$ cat src/hdl/psue_pkg.sv
// ----------------------------------------------------------------------------
// psue_pkg
// Shared types, constants and the cosine entry function for the swarm update engine.
// ----------------------------------------------------------------------------
package psue_pkg;

  localparam int SwarmSize     = 16;
  localparam int IdxW          = 4;
  localparam int CosDepth      = 1024;
  localparam int CosW          = 10;

  localparam logic [16:0] InertiaReset = 17'd32768;
  localparam logic [19:0] AccelReset   = 20'd131072;
  localparam logic [21:0] LimitReset   = 22'd327680;

  localparam logic [1:0] RegInertia  = 2'd0;
  localparam logic [1:0] RegAccelPer = 2'd1;
  localparam logic [1:0] RegAccelGlb = 2'd2;
  localparam logic [1:0] RegLimit    = 2'd3;

  localparam logic CmdLoad   = 1'b0;
  localparam logic CmdUpdate = 1'b1;

  localparam logic signed [25:0] PhaseScale = 26'sd16928921;

  typedef enum logic [2:0] {
    ST_IDLE,
    ST_MOVE,
    ST_VEL,
    ST_FIT,
    ST_RANK,
    ST_OUT
  } psue_state_t;

  // controller to datapath commands
  typedef struct packed {
    logic capture;
    logic move;
    logic vel;
    logic fit;
    logic rank;
  } psue_cmd_t;

  // cosine entry k of cos(2*pi*k/CosDepth) in signed Q1.16
  function automatic logic signed [17:0] cos_entry(input logic [CosW-1:0] k);
    logic [63:0] u, a, a2, t;
    logic        neg;
    logic signed [63:0] c, r;
    u   = ({54'd0, k} << 32) / 64'(CosDepth);
    neg = 1'b0;
    if (u > 64'h8000_0000) u = 64'h1_0000_0000 - u;
    if (u > 64'h4000_0000) begin
      u   = 64'h8000_0000 - u;
      neg = 1'b1;
    end
    a  = (u * 64'd6746518852) >> 32;
    a2 = (a * a) >> 30;
    t  = 64'd1073741824 - a2 / 64'd90;
    t  = 64'd1073741824 - ((a2 * t) >> 30) / 64'd56;
    t  = 64'd1073741824 - ((a2 * t) >> 30) / 64'd30;
    t  = 64'd1073741824 - ((a2 * t) >> 30) / 64'd12;
    c  = 64'sd1073741824 - $signed(((a2 * t) >> 30) / 64'd2);
    r  = (c + 64'sd8192) >>> 14;
    return neg ? 18'(-r) : 18'(r);
  endfunction

endpackage

$ cat src/hdl/psue_ctrl.sv
// ----------------------------------------------------------------------------
// psue_ctrl
// Sequencer: walks one item through move, velocity, fitness and rank steps; a load skips move and velocity.
// ----------------------------------------------------------------------------
module psue_ctrl (
  input  logic              clk,
  input  logic              rst,
  input  logic              in_valid,
  input  logic              in_cmd,
  output logic              in_ready,
  output logic              out_valid,
  input  logic              out_ready,
  output psue_pkg::psue_cmd_t ctl
);
  import psue_pkg::*;

  psue_state_t state, state_next;

  // state register
  always_ff @(posedge clk) begin
    if (rst) state <= ST_IDLE;
    else     state <= state_next;
  end

  // next state
  always_comb begin
    state_next = state;
    unique case (state)
      ST_IDLE: if (in_valid) state_next = (in_cmd == CmdUpdate) ? ST_MOVE : ST_FIT;
      ST_MOVE: state_next = ST_VEL;
      ST_VEL:  state_next = ST_FIT;
      ST_FIT:  state_next = ST_RANK;
      ST_RANK: state_next = ST_OUT;
      ST_OUT:  if (out_ready) state_next = ST_IDLE;
      default: state_next = ST_IDLE;
    endcase
  end

  // outputs
  always_comb begin
    ctl       = '0;
    in_ready  = 1'b0;
    out_valid = 1'b0;
    unique case (state)
      ST_IDLE: begin
        in_ready    = 1'b1;
        ctl.capture = in_valid;
      end
      ST_MOVE: ctl.move = 1'b1;
      ST_VEL:  ctl.vel  = 1'b1;
      ST_FIT:  ctl.fit  = 1'b1;
      ST_RANK: ctl.rank = 1'b1;
      ST_OUT:  out_valid = 1'b1;
      default: ;
    endcase
  end
endmodule

$ cat config.mk
export PLATFORM = sky130hd
export DESIGN_NAME = psue_ctrl
export DESIGN_NICKNAME = d
export VERILOG_FILES = /design/src/hdl/psue_pkg.sv /design/src/hdl/psue_ctrl.sv
export SDC_FILE = /design/constraint.sdc
export NUM_CORES = 1
export LEC_CHECK = 0
export BUFFER_PORTS_ARGS = -buffer_cell sky130_fd_sc_hd__buf_2
export CELL_PAD_IN_SITES_DETAIL_PLACEMENT = 0
export CELL_PAD_IN_SITES_GLOBAL_PLACEMENT = 1
export CORE_AREA = 2 2 39 41
export DETAILED_ROUTE_END_ITERATION = 8
export DIE_AREA = 0 0 41 43
export GPL_ROUTABILITY_DRIVEN = 0
export PLACE_DENSITY_LB_ADDON = 0.2
export SLEW_MARGIN = 15
export SYNTH_ARGS = -nofsm -noshare
export SYNTH_HDL_FRONTEND = slang
export SYNTH_SLANG_ARGS = --single-unit
$ cat constraint.sdc
create_clock -name clk -period 1.3 [get_ports clk]
set_input_delay 0.26 -clock clk [delete_from_list [all_inputs] [get_ports clk]]
set_output_delay 0.26 -clock clk [all_outputs]
set_load 0.01 [all_outputs]
==> results.json <==
{
  "hold_depth": 2,
  "ys_types": 15,
  "drive_gt1_share_pct": 70.7,
  "whs_endpoint": "state[1]",
  "r2r-start": "state[1]",
  "clockPowerShare_pct": 39.2,
  "ys.warnings.count": 0,
  "cpLargestDelayFamily": "flip-flops",
  "path_clk_slew_ns": 0.04,
  "yosys_most_used_dff": "dfxtp_1",
  "dp_slack_ns": 0.131,
  "startpoint_type": "flip-flop",
  "dpl-instance-area_sq_um": 255,
  "synth-seq-cells": 3,
  "antenna_found_initial": 0,
  "finClkSkew_ns": 0.00224,
  "dp_hpwl_um": 332,
  "die_area_sq_mm": 0.00176,
  "hp-class": "input pin to flip-flop",
  "chipWidth_um": 41,
  "rows": 14,
  "wl_um": 587,
  "grt_remaining_overflow": 0,
  "max-vdd-ir-drop_uv": 431,
  "final_nets": 47,
  "post-synth-top-area-cell": "dfxtp_1",
  "clock-root-buffer": "clkbuf_4",
  "postLayoutCellArea_sq_um": 365,
  "netlist_area_sq_um": 190,
  "setup_slack_ns": 0.000577,
  "period_needed_ns": 1.30,
  "leakage_uw": 0.000180,
  "cts_max_level": 1,
  "cts_tree": "built",
  "grtUsageTotal_pct": 6.51,
  "ys_top_cells_by_count": "dfxtp_1 (3), nor3b_1 (3), a211oi_1 (2), buf_2 (2), nor3_1 (2)",
  "comb_power_share_pct": 31.3,
  "vias": 231,
  "finalSetupViolations": 0,
  "grt_first_pass_wirelength_um": 738,
  "clock_latency_ns": 0.24,
  "initial_utilization_pct": 13.7,
  "numPortBuffers": 11,
  "path_class": "flip-flop to primary output",
  "yosysTopAreaCellShare_pct": 31.6,
  "maxSlewHeadroom_pct": 83.8,
  "antennaDiodeCount": 0,
  "grt_start_max_net_pins": 12,
  "drc": 0,
  "via_per_inst": 4.05,
  "hp-start": "rst",
  "area_growth_pct": 92.1,
  "syn_inst": 22,
  "cts_buffers": 3,
  "ant_nets": 0,
  "r2r-end": "state[0]",
  "placed_cells": 47,
  "synth_edf_count": 0,
  "syn_avg_cell_area_sq_um": 8.64,
  "fin_crit_sh_pct": 100,
  "worstPathCellList": "nor3_4 > and2_1 > buf_2",
  "largest_register_ffs": 3,
  "reg_top3": "state x3",
  "ys_seq_area_share_pct": 31.6,
  "finalHoldViolCount": 0,
  "slew_viol_final": 0,
  "required_ns": 1.04,
  "die_y_um": 43,
  "drt_iter0_drc": 2,
  "grt_pass1_vias": 182,
  "io_pins": 12,
  "crit_slowest_cell": "dfxtp_4",
  "ctsHoldBuffers": 0,
  "synthesis.nets": 27,
  "switchingPower_uw": 130,
  "internal-power_uw": 300,
  "clock_sinks": 3,
  "r2r_cells": 3,
  "p_seq_share_pct": 29.5,
  "worstMarginPinSlew_ns": 0.242,
  "status": "finished, final reports clean",
  "dr.pass1.iters": 3,
  "fin_util_pct": 26.4,
  "cp_max_fo": 6,
  "endpoint_kind": "primary output",
  "switching_share_pct": 30.2,
  "slowest_delay_ns": 0.36,
  "power_density_mw_per_mm2": 1180,
  "cp_num_buf_inv": 1,
  "coreArea_sq_mm": 0.00138,
  "async_flop_share_pct": 0,
  "arrival_ns": 1.04,
  "top_register": "state",
  "cap_violations": 0,
  "cts_max_path_buffers": 2,
  "r2r_setup_slack_ns": 0.14,
  "netlist_top_cells_area": "dfxtp_1 (32%), nor3b_1 (12%), a2111oi_2 (7.9%)",
  "rsz0062_at_grt": "yes",
  "whs_ns": 0.226,
  "fmax_mhz": 770,
  "wire_per_inst_um": 10.3,
  "fin_cells": 57
}
power groups by stage:
stage | clock [uW] | combinational [uW] | sequential, uW
CTS | 178 | 83.0 | 129
global route | 189 | 148 | 130
floorplan | 0 | 68.5 | 108
finish | 168 | 135 | 127
detailed placement | 0 | 78.1 | 128
global placement | 0 | 78.6 | 128
timing repair:
action,4_1_cts,5_1_grt
resized for setup,7,9
endpoints found under the setup margin,7,3
setup buffers,1,5
cloned,0,0
pin swaps,2,2
metrics by stage:
step | power, uW | setup TNS [ns]
final | 429 | 0
after global routing | 467 | -0.0922
after CTS | 390 | -0.0152
after detailed placement | 206 | 0
after global placement | 206 | 0
after floorplan | 176 | 0
layout by cell type, fill, tap and decap left out:
cell type / instances
and3_1: 1
buf_4: 5
and3_4: 1
and2_1: 1
o21ai_0: 1
inv_4: 1
nor3b_1: 1
clkbuf_1: 1
buf_6: 1
buf_2: 10
a211oi_1: 2
o21ba_1: 1
a21oi_1: 1
nor3_1: 1
or3_1: 1
nor3_4: 1
clkbuf_4: 3
a2111oi_2: 1
nor3b_2: 2
clkbuf_2: 1
dfxtp_4: 3
inv_1: 1
worst max path at each step:
| stage | startpoint | to | slack, ns | depth (start not counted) |
|---|---|---|---|---|
| detailed placement | state[1] | ctl[4] | 0.13 | 3 |
| CTS | state[2] | ctl[4] | -0.02 | 3 |
| finish | state[0] | ctl[4] | 0.0006 | 3 |
| global route | state[0] | ctl[4] | -0.05 | 3 |
| global placement | state[1] | ctl[4] | 0.13 | 3 |
| floorplan | state[0] | ctl[4] | 0.03 | 3 |
logic make-up after synthesis:
family | Yosys count | synth area share, %
AOI/OAI and AO/OA | 6 | 26.3
buffers and inverters | 4 | 9.21
DFF | 3 | 31.6
and+or+nand+nor | 9 | 32.9
cell type report:
type | instances | area [sq um]
Clock buffer | 4 | 26.3
Fill cell | 164 | 1020
Inverter | 2 | 10.0
Multi-Input combinational cell | 15 | 134
Sequential cell | 3 | 71.3
Tap cell | 16 | 20.0
Timing Repair Buffer | 17 | 104
metal layers:
| layer | share of wire [%] | vias to the layer above | GRT usage (%) |
|---|---|---|---|
| li1 | - | 120 | - |
| met1 | 49 | 102 | 8.95 |
| met2 | 43 | 9 | 6.88 |
| met3 | 7.8 | 0 | 4.71 |
| met4 | 0 | 0 | 4.00 |
| met5 | 0 | - | 0 |
(Power assumes the default switching activity.)
